### config.mk
export PLATFORM = sky130hd
export DESIGN_NAME = dual_mean_std_accumulator_core
export DESIGN_NICKNAME = d
export VERILOG_FILES = /design/src/hw/rtl/dmsa_pkg.sv /design/src/hw/rtl/dmsa_alu.sv /design/src/hw/rtl/dmsa_accum.sv /design/src/hw/rtl/dmsa_engine.sv /design/src/hw/rtl/dual_mean_std_accumulator_core.sv
export SDC_FILE = /design/constraint.sdc
export NUM_CORES = 2
export LEC_CHECK = 0
export BUFFER_PORTS_ARGS = -buffer_cell sky130_fd_sc_hd__buf_2
export CAP_MARGIN = 20
export CORE_ASPECT_RATIO = 1.4
export CORE_UTILIZATION = 60
export CTS_CLUSTER_SIZE = 40
export DETAILED_ROUTE_END_ITERATION = 10
export GPL_ROUTABILITY_DRIVEN = 0
export PLACE_DENSITY = 0.77
export SLEW_MARGIN = 20
export SYNTH_ARGS = -nofsm -noshare
export SYNTH_HDL_FRONTEND = slang
export SYNTH_SLANG_ARGS = --single-unit
export TNS_END_PERCENT = 100
### constraint.sdc
create_clock -name clk -period 20.7 [get_ports clk]
set_clock_uncertainty 0.1 [all_clocks]
set_input_delay 0 -clock clk [delete_from_list [all_inputs] [get_ports clk]]
set_output_delay 0 -clock clk [all_outputs]
set_load 0.05 [all_outputs]
### src/hw/rtl/dmsa_pkg.sv
// ----------------------------------------------------------------------------
// dmsa_pkg
// Types, field widths, defaults and sequencer states shared by the dual
// mean / standard deviation accumulator.
// ----------------------------------------------------------------------------
package dmsa_pkg;

	localparam int IN_W  = 16;  // input count field width
	localparam int OUT_W = 24;  // mean and std field width
	localparam int CNT_W = 11;  // item count field width

	localparam int MAX_ITEMS_DEF  = 1024;
	localparam int COUNT_BITS_DEF = 16;
	localparam int FRAC_BITS_DEF  = 8;

	typedef struct packed {
		logic [IN_W-1:0] predator_count;
		logic [IN_W-1:0] prey_count;
		logic            last;
	} item_t;

	typedef struct packed {
		logic [OUT_W-1:0] mean_predators;
		logic [OUT_W-1:0] mean_prey;
		logic [OUT_W-1:0] sd_predators;
		logic [OUT_W-1:0] sd_prey;
		logic [CNT_W-1:0] item_count;
		logic             overflow;
	} result_t;

	typedef enum logic [2:0] {
		ST_IDLE,
		ST_MUL_NQ,
		ST_MUL_SS,
		ST_SQRT,
		ST_DIV_STD,
		ST_DIV_MEAN,
		ST_DONE
	} eng_state_t;

	typedef struct packed {
		logic busy;
		logic done;
	} eng_status_t;

endpackage

### src/hw/rtl/dmsa_alu.sv
// ----------------------------------------------------------------------------
// dmsa_alu
// Shared add/subtract unit; the carry out doubles as the borrow of a
// subtraction, so it also serves as the compare.
// ----------------------------------------------------------------------------
module dmsa_alu #(
	parameter int AW = 32
) (
	input  logic [AW-1:0] a,
	input  logic [AW-1:0] b,
	input  logic          sub,
	output logic [AW-1:0] res,
	output logic          cout
);
	logic [AW:0] full;

	always_comb begin
		if (sub) begin
			full = {1'b0, a} - {1'b0, b};
		end else begin
			full = {1'b0, a} + {1'b0, b};
		end
	end

	assign res  = full[AW-1:0];
	assign cout = full[AW];

endmodule

### src/hw/rtl/dmsa_accum.sv
// ----------------------------------------------------------------------------
// dmsa_accum
// Item counter, per-channel sums and sums of squares, plus the lost-item
// flag. One item is folded in per accepted transaction below MAX_ITEMS.
// ----------------------------------------------------------------------------
module dmsa_accum #(
	parameter int MAX_ITEMS = 1024,
	parameter int CW        = 16,
	parameter int NB        = 11,
	parameter int SW        = 27,
	parameter int QW        = 43
) (
	input  logic          clk,
	input  logic          arst_n,
	input  logic          en,
	input  logic          clr,
	input  logic [CW-1:0] a,
	input  logic [CW-1:0] b,
	output logic [NB-1:0] n,
	output logic [SW-1:0] sum_first,
	output logic [SW-1:0] sum_second,
	output logic [QW-1:0] sq_first,
	output logic [QW-1:0] sq_second,
	output logic          lost
);
	logic [NB-1:0]   cnt_q;
	logic [SW-1:0]   sum_a_q, sum_b_q;
	logic [QW-1:0]   sq_a_q, sq_b_q;
	logic            lost_q;
	logic            full;
	logic [2*CW-1:0] a_sq, b_sq;

	assign full = (cnt_q == NB'(MAX_ITEMS));
	assign a_sq = a * a;
	assign b_sq = b * b;

	always_ff @(posedge clk or negedge arst_n) begin
		if (!arst_n) begin
			cnt_q   <= '0;
			sum_a_q <= '0;
			sum_b_q <= '0;
			sq_a_q  <= '0;
			sq_b_q  <= '0;
			lost_q  <= 1'b0;
		end else if (clr) begin
			cnt_q   <= '0;
			sum_a_q <= '0;
			sum_b_q <= '0;
			sq_a_q  <= '0;
			sq_b_q  <= '0;
			lost_q  <= 1'b0;
		end else if (en) begin
			if (full) begin
				// drop the item, remember it
				lost_q <= 1'b1;
			end else begin
				cnt_q   <= cnt_q + 1'b1;
				sum_a_q <= sum_a_q + SW'(a);
				sum_b_q <= sum_b_q + SW'(b);
				sq_a_q  <= sq_a_q + QW'(a_sq);
				sq_b_q  <= sq_b_q + QW'(b_sq);
			end
		end
	end

	assign n          = cnt_q;
	assign sum_first  = sum_a_q;
	assign sum_second = sum_b_q;
	assign sq_first   = sq_a_q;
	assign sq_second  = sq_b_q;
	assign lost       = lost_q;

endmodule

### src/hw/rtl/dmsa_engine.sv
// ----------------------------------------------------------------------------
// dmsa_engine
// Sequencer around one shared adder. Per channel it forms n*Q - S*S by
// shift-and-add, takes the bit-pair square root of that value scaled by
// 4^FRAC, then divides the root and S*2^FRAC by n, one bit per cycle.
// ----------------------------------------------------------------------------
module dmsa_engine #(
	parameter int NB   = 11,
	parameter int SW   = 27,
	parameter int QW   = 43,
	parameter int FRAC = 8
) (
	input  logic                        clk,
	input  logic                        arst_n,
	input  logic                        start,
	input  logic                        out_free,
	input  logic [NB-1:0]               n,
	input  logic [SW-1:0]               sum_first,
	input  logic [SW-1:0]               sum_second,
	input  logic [QW-1:0]               sq_first,
	input  logic [QW-1:0]               sq_second,
	output dmsa_pkg::eng_status_t       status,
	output logic [dmsa_pkg::OUT_W-1:0]  mean_first,
	output logic [dmsa_pkg::OUT_W-1:0]  mean_second,
	output logic [dmsa_pkg::OUT_W-1:0]  std_first,
	output logic [dmsa_pkg::OUT_W-1:0]  std_second
);
	import dmsa_pkg::*;

	localparam int VW  = 2 * SW;             // n*Q and S*S both fit here
	localparam int K   = SW + FRAC;          // root and quotient width
	localparam int RW  = K + 2;              // partial remainder width
	localparam int AW  = (VW > RW) ? VW : RW;
	localparam int SCW = $clog2(K);

	eng_state_t       state_q, state_d;
	logic             ch_q, ch_d;
	logic [SCW-1:0]   step_q, step_d;
	logic [VW-1:0]    acc_q, acc_d;
	logic [VW-1:0]    op_q, op_d;
	logic [SW-1:0]    mb_q, mb_d;
	logic [RW-1:0]    rem_q, rem_d;
	logic [K-1:0]     root_q, root_d;
	logic [OUT_W-1:0] mean_q [2];
	logic [OUT_W-1:0] std_q [2];

	logic             last_step;
	logic             save_std, save_mean;
	logic [SW-1:0]    s_sel;
	logic [RW-1:0]    sq_rem, sq_trial, dv_rem;
	logic [K-1:0]     quo_next;
	logic [AW-1:0]    alu_a, alu_b, alu_res;
	logic             alu_sub, alu_cout;

	assign last_step = (step_q == '0);
	assign s_sel     = ch_q ? sum_second : sum_first;
	assign sq_rem    = {rem_q[RW-3:0], acc_q[VW-1 -: 2]};
	assign sq_trial  = {root_q, 2'b01};
	assign dv_rem    = {rem_q[RW-2:0], root_q[K-1]};
	assign quo_next  = {root_q[K-2:0], ~alu_cout};

	dmsa_alu #(
		.AW(AW)
	) u_alu (
		.a   (alu_a),
		.b   (alu_b),
		.sub (alu_sub),
		.res (alu_res),
		.cout(alu_cout)
	);

	always_comb begin
		alu_a   = '0;
		alu_b   = '0;
		alu_sub = 1'b1;
		case (state_q)
			ST_MUL_NQ: begin
				alu_a   = AW'(acc_q);
				alu_b   = mb_q[0] ? AW'(op_q) : '0;
				alu_sub = 1'b0;
			end
			ST_MUL_SS: begin
				alu_a = AW'(acc_q);
				alu_b = mb_q[0] ? AW'(op_q) : '0;
			end
			ST_SQRT: begin
				alu_a = AW'(sq_rem);
				alu_b = AW'(sq_trial);
			end
			ST_DIV_STD, ST_DIV_MEAN: begin
				alu_a = AW'(dv_rem);
				alu_b = AW'(n);
			end
			default: begin
			end
		endcase
	end

	// next state
	always_comb begin
		state_d = state_q;
		case (state_q)
			ST_IDLE:     if (start) state_d = ST_MUL_NQ;
			ST_MUL_NQ:   if (last_step) state_d = ST_MUL_SS;
			ST_MUL_SS:   if (last_step) state_d = ST_SQRT;
			ST_SQRT:     if (last_step) state_d = ST_DIV_STD;
			ST_DIV_STD:  if (last_step) state_d = ST_DIV_MEAN;
			ST_DIV_MEAN: if (last_step) state_d = ch_q ? ST_DONE : ST_MUL_NQ;
			ST_DONE:     if (out_free) state_d = ST_IDLE;
			default:     state_d = ST_IDLE;
		endcase
	end

	// outputs
	always_comb begin
		status.busy = (state_q != ST_IDLE);
		status.done = (state_q == ST_DONE);
	end

	// datapath
	always_comb begin
		acc_d     = acc_q;
		op_d      = op_q;
		mb_d      = mb_q;
		rem_d     = rem_q;
		root_d    = root_q;
		step_d    = step_q;
		ch_d      = ch_q;
		save_std  = 1'b0;
		save_mean = 1'b0;
		case (state_q)
			ST_IDLE: begin
				if (start) begin
					ch_d   = 1'b0;
					acc_d  = '0;
					op_d   = VW'(sq_first);
					mb_d   = SW'(n);
					step_d = SCW'(NB - 1);
				end
			end
			ST_MUL_NQ: begin
				acc_d  = alu_res[VW-1:0];
				op_d   = {op_q[VW-2:0], 1'b0};
				mb_d   = mb_q >> 1;
				step_d = step_q - 1'b1;
				if (last_step) begin
					op_d   = VW'(s_sel);
					mb_d   = s_sel;
					step_d = SCW'(SW - 1);
				end
			end
			ST_MUL_SS: begin
				acc_d  = alu_res[VW-1:0];
				op_d   = {op_q[VW-2:0], 1'b0};
				mb_d   = mb_q >> 1;
				step_d = step_q - 1'b1;
				if (last_step) begin
					rem_d  = '0;
					root_d = '0;
					step_d = SCW'(K - 1);
				end
			end
			ST_SQRT: begin
				// two radicand bits per step; zeros shift in for the fraction
				acc_d  = {acc_q[VW-3:0], 2'b00};
				root_d = quo_next;
				rem_d  = alu_cout ? sq_rem : alu_res[RW-1:0];
				step_d = step_q - 1'b1;
				if (last_step) begin
					rem_d  = '0;
					step_d = SCW'(K - 1);
				end
			end
			ST_DIV_STD: begin
				root_d = quo_next;
				rem_d  = alu_cout ? dv_rem : alu_res[RW-1:0];
				step_d = step_q - 1'b1;
				if (last_step) begin
					save_std = 1'b1;
					root_d   = K'(s_sel) << FRAC;
					rem_d    = '0;
					step_d   = SCW'(K - 1);
				end
			end
			ST_DIV_MEAN: begin
				root_d = quo_next;
				rem_d  = alu_cout ? dv_rem : alu_res[RW-1:0];
				step_d = step_q - 1'b1;
				if (last_step) begin
					save_mean = 1'b1;
					if (!ch_q) begin
						ch_d   = 1'b1;
						acc_d  = '0;
						op_d   = VW'(sq_second);
						mb_d   = SW'(n);
						step_d = SCW'(NB - 1);
					end
				end
			end
			default: begin
			end
		endcase
	end

	always_ff @(posedge clk or negedge arst_n) begin
		if (!arst_n) begin
			state_q <= ST_IDLE;
			ch_q    <= 1'b0;
			step_q  <= '0;
		end else begin
			state_q <= state_d;
			ch_q    <= ch_d;
			step_q  <= step_d;
		end
	end

	always_ff @(posedge clk) begin
		acc_q  <= acc_d;
		op_q   <= op_d;
		mb_q   <= mb_d;
		rem_q  <= rem_d;
		root_q <= root_d;
		if (save_std) begin
			std_q[ch_q] <= OUT_W'(quo_next);
		end
		if (save_mean) begin
			mean_q[ch_q] <= OUT_W'(quo_next);
		end
	end

	assign mean_first  = mean_q[0];
	assign mean_second = mean_q[1];
	assign std_first   = std_q[0];
	assign std_second  = std_q[1];

endmodule

### src/hw/rtl/dual_mean_std_accumulator_core.sv
// ----------------------------------------------------------------------------
// dual_mean_std_accumulator_core
// Population mean and standard deviation of two count channels over a run
// of items, in unsigned fixed point with FRAC_BITS fraction bits.
// ----------------------------------------------------------------------------
// Usage:
//   The item channel (item_valid / item_stall / item) carries one pair of
//   counts per transaction. Items that are not marked last are summed as
//   they are accepted; the block takes one per cycle while item_stall is
//   low. Items past MAX_ITEMS are dropped and flagged in the result.
//   An item marked last is summed too, then the shared-adder sequencer runs
//   both channels: per channel n*Q, then S*S, then the square root, the
//   std divide and the mean divide. item_stall stays high meanwhile.
//   The result channel (result_valid / result_stall / result) is registered:
//   while result_stall holds a result, new items keep being summed, and a
//   finished result waits inside the sequencer until the register frees.
//   The sums clear when the result enters the output register.
//   Reset clears the sums, the sequencer and result_valid, not the result data.
// ----------------------------------------------------------------------------
module dual_mean_std_accumulator_core #(
	parameter int MAX_ITEMS  = dmsa_pkg::MAX_ITEMS_DEF,
	parameter int COUNT_BITS = dmsa_pkg::COUNT_BITS_DEF,
	parameter int FRAC_BITS  = dmsa_pkg::FRAC_BITS_DEF
) (
	input  logic              clk,
	input  logic              arst_n,
	input  logic              item_valid,
	output logic              item_stall,
	input  dmsa_pkg::item_t   item,
	output logic              result_valid,
	input  logic              result_stall,
	output dmsa_pkg::result_t result
);
	import dmsa_pkg::*;

	localparam int CW = (COUNT_BITS < IN_W) ? COUNT_BITS : IN_W;
	localparam int NB = $clog2(MAX_ITEMS + 1);
	localparam int SW = CW + NB;
	localparam int QW = 2 * CW + NB;

	logic             item_acc;
	logic             start_q;
	logic             out_free;
	logic             load_res;
	logic             result_valid_q;
	result_t          result_q;
	eng_status_t      status;

	logic [NB-1:0]    n;
	logic [SW-1:0]    sum_first, sum_second;
	logic [QW-1:0]    sq_first, sq_second;
	logic             lost;
	logic [OUT_W-1:0] mean_first, mean_second, std_first, std_second;

	assign item_stall = start_q | status.busy;
	assign item_acc   = item_valid & ~item_stall;
	assign out_free   = ~result_valid_q | ~result_stall;
	assign load_res   = status.done & out_free;

	dmsa_accum #(
		.MAX_ITEMS(MAX_ITEMS),
		.CW       (CW),
		.NB       (NB),
		.SW       (SW),
		.QW       (QW)
	) u_accum (
		.clk       (clk),
		.arst_n    (arst_n),
		.en        (item_acc),
		.clr       (load_res),
		.a         (item.predator_count[CW-1:0]),
		.b         (item.prey_count[CW-1:0]),
		.n         (n),
		.sum_first (sum_first),
		.sum_second(sum_second),
		.sq_first  (sq_first),
		.sq_second (sq_second),
		.lost      (lost)
	);

	dmsa_engine #(
		.NB  (NB),
		.SW  (SW),
		.QW  (QW),
		.FRAC(FRAC_BITS)
	) u_engine (
		.clk        (clk),
		.arst_n     (arst_n),
		.start      (start_q),
		.out_free   (out_free),
		.n          (n),
		.sum_first  (sum_first),
		.sum_second (sum_second),
		.sq_first   (sq_first),
		.sq_second  (sq_second),
		.status     (status),
		.mean_first (mean_first),
		.mean_second(mean_second),
		.std_first  (std_first),
		.std_second (std_second)
	);

	// start in the cycle after the last item is accepted, so the sums include it
	always_ff @(posedge clk or negedge arst_n) begin
		if (!arst_n) begin
			start_q        <= 1'b0;
			result_valid_q <= 1'b0;
		end else begin
			start_q <= item_acc & item.last;
			if (load_res) begin
				result_valid_q <= 1'b1;
			end else if (!result_stall) begin
				result_valid_q <= 1'b0;
			end
		end
	end

	always_ff @(posedge clk) begin
		if (load_res) begin
			result_q.mean_predators <= mean_first;
			result_q.mean_prey      <= mean_second;
			result_q.sd_predators   <= std_first;
			result_q.sd_prey        <= std_second;
			result_q.item_count     <= CNT_W'(n);
			result_q.overflow       <= lost;
		end
	end

	assign result_valid = result_valid_q;
	assign result       = result_q;

endmodule
# Word-level counts from Yosys, hierarchy flattened
# Memories as Yosys holds them, arrays and structs flattened. A register that Yosys moved wholly into a read port is not among the register bits.
# Index checks and enable logic that the tools add are counted.
dict set report classes {
  n_reduce_logical 24
  multipliers 2
  bitwise 9
  n_addsub 8
  n_mux 73
  eq_ne 17
}
# op n
set ops {}
lappend ops {{two-way mux 54 bit} 8}
lappend ops {{one-hot mux 54 bit (4 select lines)} 2}
lappend ops {{one-hot mux 54 bit (3 select lines)} 2}
lappend ops {{two-way mux 27 bit} 11}
lappend ops {{two-way mux 43 bit} 6}
lappend ops {{two-way mux 36 bit} 5}
lappend ops {{one-hot mux 36 bit (4 select lines)} 1}
lappend ops {{one-hot mux 27 bit (4 select lines)} 1}
lappend ops {{one-hot mux 35 bit (3 select lines)} 1}
lappend ops {{adder 43 x 32 -> 43 bit} 2}
lappend ops {{two-way mux 35 bit} 2}
lappend ops {{multiplier 16 x 16 -> 32 bit} 2}
lappend ops {{adder 54 x 54 -> 55 bit} 1}
lappend ops {{two-way mux 55 bit} 1}
lappend ops {{subtractor 54 x 54 -> 55 bit} 1}
lappend ops {{adder 27 x 16 -> 27 bit} 2}
lappend ops {{two-way mux 11 bit} 3}
lappend ops {{two-way mux 6 bit} 5}
lappend ops {{two-way mux 3 bit} 8}
lappend ops {{one-hot mux 6 bit (4 select lines)} 1}
lappend ops {{one-hot mux 3 bit (7 select lines)} 1}
lappend ops {{nonzero test 4 bit} 4}
lappend ops {{two-way mux 1 bit} 14}
lappend ops {{inequality test 2 x 1 -> 1 bit (second input constant)} 6}
lappend ops {{other kinds (21)} 43}
dict set report totals {
  ramBits 96
  memories 2
  reg_bits 382
}
# name words word_bits rd rd_ports_with_merged_regs wr line_no
set memory_table {}
lappend memory_table {u_engine.mean_q 2 24 2 2 1 dmsa_engine.sv:44} ;# logic [OUT_W-1:0] mean_q [2];
lappend memory_table {u_engine.std_q 2 24 2 2 1 dmsa_engine.sv:45} ;# logic [OUT_W-1:0] std_q [2];

# Logic depth before layout (Yosys ltp)
dict set report logic_depth {
  depth_word 8
  ltp_mapped 29
  depth_no_buf 25
}

# Cells and area by module
# From an unflattened synthesis, not the netlist that was laid out.
dict set report hier_totals {
  cells_unflattened 5093
  hier_area_um2 49298.5
}
# mod area_each_um2 seq_area_each_um2 cells_each n_inst
set by_module_without_submodules {}
lappend by_module_without_submodules {dmsa_accum 25489.4 3803.6 2933 1}
lappend by_module_without_submodules {dmsa_engine 15867.7 9318.9 1353 1}
lappend by_module_without_submodules {dmsa_alu 4603.2 0.0 691 1}
lappend by_module_without_submodules {dual_mean_std_accumulator_core 3338.2 3293.2 116 1}

# Worst setup path after synthesis
# OpenSTA, ideal clock, no wires.
dict set report synth_path {
  path_type {flip-flop to flip-flop}
  start {register u_engine.step_q[0]}
  end {register u_engine.mb_q[0], enable pin}
  setup_time_ps 641
  slack_ps 12629
  required_time_ps 19959
  path_buffers 0
  stages_incl_launch_ff 9
  arrival_time_ps 7330
  cell_sequence {dfrtp_1 inv_1 ha_1 nand2b_1 nor3_1 nand2_1 nor2_1 nand2_1 a211oi_1}
}
dict set report synth_via {
  elab_chain_len 3
}
# element line_no
set synth_rtl {}
lappend synth_rtl {{from (decl)} dmsa_engine.sv:38} ;# logic [SCW-1:0] step_q, step_d;
lappend synth_rtl {{from (signal assigned)} dmsa_engine.sv:213} ;# step_q <= step_d;
lappend synth_rtl {{zero test 6 bit} dmsa_engine.sv:55} ;# assign last_step = (step_q == '0);
lappend synth_rtl {{inequality test 2 x 1 -> 1 bit (no source line)} --}
lappend synth_rtl {{AND reduction 4 bit (no source line)} --}
lappend synth_rtl {{to (signal assigned)} dmsa_engine.sv:220} ;# mb_q <= mb_d;
lappend synth_rtl {{to (decl)} dmsa_engine.sv:41} ;# logic [SW-1:0] mb_q, mb_d;
# Every way passes these cells.
# A chain may end at the register's enable or synchronous reset.

# Worst setup path after layout
dict set report layout_path {
  start {register u_engine.state_q[2]}
  end {register u_engine.rem_q[4] (data pin)}
}
dict set report layout_via {
  elab_chain_len 8
  elab_cells_between_ends 17
}
# element line_no
set layout_rtl {}
lappend layout_rtl {{from (decl)} dmsa_engine.sv:36} ;# eng_state_t state_q, state_d;
lappend layout_rtl {{from (signal assigned)} dmsa_engine.sv:211} ;# state_q <= state_d;
lappend layout_rtl {{== test 3 bit, or another cell as far along} {dmsa_engine.sv:76, dmsa_engine.sv:131}}
lappend layout_rtl {{OR reduction 2 bit, on equally long branches} --}
lappend layout_rtl {{one-hot mux 54 bit (3 select lines)} dmsa_engine.sv:76} ;# case (state_q)
lappend layout_rtl {{subtractor 54 x 54 -> 55 bit or adder 54 x 54 -> 55 bit (tied branches)} {dmsa_alu.sv:19, dmsa_alu.sv:21}}
lappend layout_rtl {{two-way mux 55 bit} dmsa_alu.sv:18} ;# if (sub) begin
lappend layout_rtl {{two-way mux 36 bit, on equally long branches} {dmsa_engine.sv:176, dmsa_engine.sv:187, dmsa_engine.sv:167}}
lappend layout_rtl {{two-way mux 36 bit, on equally long branches} {dmsa_engine.sv:178, dmsa_engine.sv:169}}
lappend layout_rtl {{one-hot mux 36 bit (4 select lines) *} dmsa_engine.sv:131} ;# case (state_q)
lappend layout_rtl {{via u_engine.rem_d[4]} dmsa_engine.sv:42} ;# logic [RW-1:0] rem_q, rem_d;
lappend layout_rtl {{to (signal assigned)} dmsa_engine.sv:221} ;# rem_q <= rem_d;
lappend layout_rtl {{to (decl)} dmsa_engine.sv:42}
# The timed path passes the listed nets; every way through them passes the cells marked *.

==> reports/qor.csv <==
stage;metric;value;unit
logic_synthesis;Post-Syn Instances;4770;
grt;GRT Overall Usage;0.316;
critical_path;Setup crit end kind;flop;
critical_path;Worst R2R End;u_engine.rem_q[4];
die;Die W;238;µm
die;total I/O pin count;147;
timing;Final Hold Viols;0;
critical_path;FF-to-FF Start;u_engine.state_q[2];
logic_synthesis;EDFF count, synth;410;
route;Initial DRC Count;3542;
timing;RSZ-0062 raised after global routing;no;
final_layout;Area Growth Syn to Fin;7.78;%
final_layout;FF+latch area;16400;µm²
logic_synthesis;Synth Cell Area;46700;µm²
clock_network;TritonCTS Sinks;574;
grt;vias in the first global route;35952;
timing;Slew HR;0.266;
logic_synthesis;register bit total from synthesis;574;
critical_path;crit path to;u_engine.rem_q[4];
critical_path;critical path launch point type;flop;
logic_synthesis;Synth Flop Type;edfxtp_1;
logic_synthesis;Synth cell types;85;
route;drt wl/cell;21.0;µm
logic_synthesis;share of the synthesized area in the top cell type;0.264;
min_path;hold path depth;4;
final_layout;Multi-input gate area;26700;µm²
grt;largest net degree at the start of global routing;89;
logic_synthesis;mean post-synth cell area;9.79;µm²
grt;global-route wire length before repair;194;mm
clock_network;htree depth;2;
die;row count;120;
placed_design;placed cell areas;48300;µm²
die;DIE AREA;78900;µm²
grt;GR Overflow Total;0;
min_path;Hold Crit Class;primary input to flop;
timing;worst setup margin;12.45;ns
timing;fin crit share;0.399;
placed_design;Port Buf Inserts;146;
final_layout;ant diodes;0;
critical_path;Max Fanout on Critical Path;73;
final_layout;layout cells sized above 1;0.0682;
placed_design;HPWL after detailed placement;92.2;mm
clock_network;worst-skew pair later-pin latency;0.65;ns
final_layout;Core Util, Final;0.656;
route;Pre-Repair DR Iteration Count;9;
logic_synthesis;Syn. warnings;0;
route;vias per inst;6.09;
logic_synthesis;sequential area share after synthesis;0.352;
final_layout;fin nets;5541;
die;core footprint;76700;µm²
critical_path;flop-to-flop setup slack;12.45;ns
clock_network;root buffer cell;clkbuf_16;
die;die height;332;µm
timing;final count of pins violating max slew;0;
critical_path;Reg2Reg Depth;24;
clock_network;CTS tree;yes;
logic_synthesis;Synth area leaders;edfxtp_1 (26%), fa_1 (17%), dfrtp_1 (8.8%);
logic_synthesis;cell taking the most area after synthesis;edfxtp_1;
route;Routed Antenna Nets;0;
logic_synthesis;syn nets;5506;
route;Post-Route WL;124;mm
grt;initial antenna violation count;0;
critical_path;critical path data arrival time;8.49;ns
clock_network;Post-CTS Resized;0;
timing;endpoints failing setup;0;
die;Initial Util;0.609;
clock_network;clock buffer depth;3;
placed_design;pre-CTS setup slack;12.76;ns
critical_path;CP Class;flop to flop;
route;drt drc;0;
critical_path;CP startpoint;u_engine.state_q[2];
timing;Worst-Margin Slew;1.10;ns
final_layout;Final Cell Area;50300;µm²
flow_run;max-capacitance violation count;0;
clock_network;Worst-path clk slew;0.08;ns
outcome;status;finished clean;
logic_synthesis;fraction of registers with async set/reset;0.286;
route;Vias;35842;
timing;setup_tns;0;ns
timing;minimum clock period;8.25;ns
final_layout;FILL cells;5998;
critical_path;critical path data required time;20.94;ns
timing;Max Clk Rate;121;MHz
clock_network;CTS Buf Count;53;
[through the flow]
stage,instances,hold slack (ns)
4_1_cts,5886,0.0158
5_1_grt,5887,0.0567
2_1_floorplan,4770,-0.396
3_5_place_dp,5776,0.0109
3_3_place_gp,5776,0.0474
6_report,5887,0.0209
[critical path: stages (launching register included)]
cell and delay (ns):
dfrtp_2 0.35, buf_4 0.61, and3b_2 0.28, buf_4 0.39, a22o_1 0.39, nor3_1 0.23, nand4_1 0.17, nor4_1 0.80
nand4_1 0.38, nor2_1 0.56, nor2_1 0.31, a21oi_1 0.20, a31oi_1 0.07, ha_1 0.41, a21oi_1 0.22, o21ai_0 0.17
a21oi_1 0.21, o31ai_1 0.08, a211o_1 0.34, a221oi_1 0.30, nand2_1 0.13, xnor2_2 0.13, buf_4 0.37, o21bai_4 0.48
a21oi_1 0.20
[cell usage in the layout, fill, tap and decap left out, types with 43 or more instances in the layout]
master / synthesis / final
a21o_1: 67 / 67
a21oi_1: 247 / 245
a22o_1: 45 / 45
a22oi_1: 96 / 96
and2_1: 112 / 112
and3_1: 54 / 54
buf_2: 1 / 145
clkbuf_16: 0 / 53
dfrtp_1: 164 / 162
edfxtp_1: 410 / 410
fa_1: 398 / 398
ha_1: 301 / 301
inv_1: 777 / 776
nand2_1: 419 / 418
nand3_1: 141 / 140
nor2_1: 221 / 212
nor3_1: 45 / 43
o21ai_0: 362 / 360
xnor2_1: 109 / 107
xor2_1: 116 / 115
[repair_timing]
| action | CTS | global route |
|---|---|---|
| hold buffers | 10 | 0 |
| buffers inserted | 0 | 0 |
| hold endpoints to repair | 118 | 0 |
[area by class of cell]
class / count / area share
clock buffer: 68 / 0.0287
inverter: 778 / 0.0581
tap: 1037 / 0.0258
timing repair buffer: 197 / 0.0235
sequential: 574 / 0.326
multi-input combinational: 3201 / 0.530
clock inverter: 32 / 0.00798
[cell usage after synthesis (14+ instances only)]
master	instances
nor3_1	45
fa_1	398
a222oi_1	17
a21o_1	67
nor2b_1	31
and3_1	54
nor2_1	221
a22oi_1	96
nand2b_1	22
ha_1	301
dfrtp_1	164
nand3_1	141
xnor2_1	109
buf_1	17
inv_1	777
clkbuf_1	192
and2_1	112
o31ai_1	21
o21bai_1	31
edfxtp_1	410
a221o_1	14
xor2_1	116
a31oi_1	34
o21a_1	29
a22o_1	45
nand4_1	25
o21ai_0	362
nand2_1	419
a21oi_1	247
mux2i_1	34
[registers in the layout (all words and copies together), names as in the netlist]
signal              cells
result                108
u_engine.acc_q         54
u_engine.op_q          54
u_engine.mean_q        48
u_engine.std_q         48
u_accum.sq_first       43
u_accum.sq_second      43
u_engine.rem_q         36
u_engine.root_q        35
u_accum.sum_first      27
u_accum.sum_second     27
u_engine.mb_q          27
u_accum.n              11
u_engine.step_q         6
u_engine.state_q        3
result_valid            1
start_q                 1
u_accum.lost            1
u_engine.ch_q           1
[per-layer routing]
layer	vias to the layer above	wire (µm)	track usage	part of all wire
met4	0	8770	0.199	0.071
met5	-	0	0	0
met3	375	8390	0.0400	0.068
met2	1638	61300	0.543	0.50
met1	17583	45000	0.375	0.36
li1	16246	-	-	-
[cells by family after synthesis]
| kind of cell | count (synthesis) | synth area share |
|---|---|---|
| simple gates | 1140 | 0.116 |
| mux | 36 | 0.00777 |
| compound gates | 1101 | 0.150 |
| flops | 574 | 0.352 |
| buf+inv | 995 | 0.0811 |
| xor+xnor | 225 | 0.0422 |
| fa+ha+maj | 699 | 0.251 |
[worst min path at each step]
stage,endpoint,start,slack (ns)
2_1_floorplan,result_valid,arst_n,-0.40
3_3_place_gp,u_accum.sq_first[11],arst_n,0.05
3_5_place_dp,u_accum.sq_first[11],arst_n,0.01
4_1_cts,u_accum.sum_first[15],item[32],0.02
5_1_grt,u_accum.sum_first[11],item[28],0.06
6_report,u_accum.sum_first[15],item[32],0.02
Power is not shown: default switching activity piles up to over one toggle a cycle in this logic, so the estimate is an artifact.
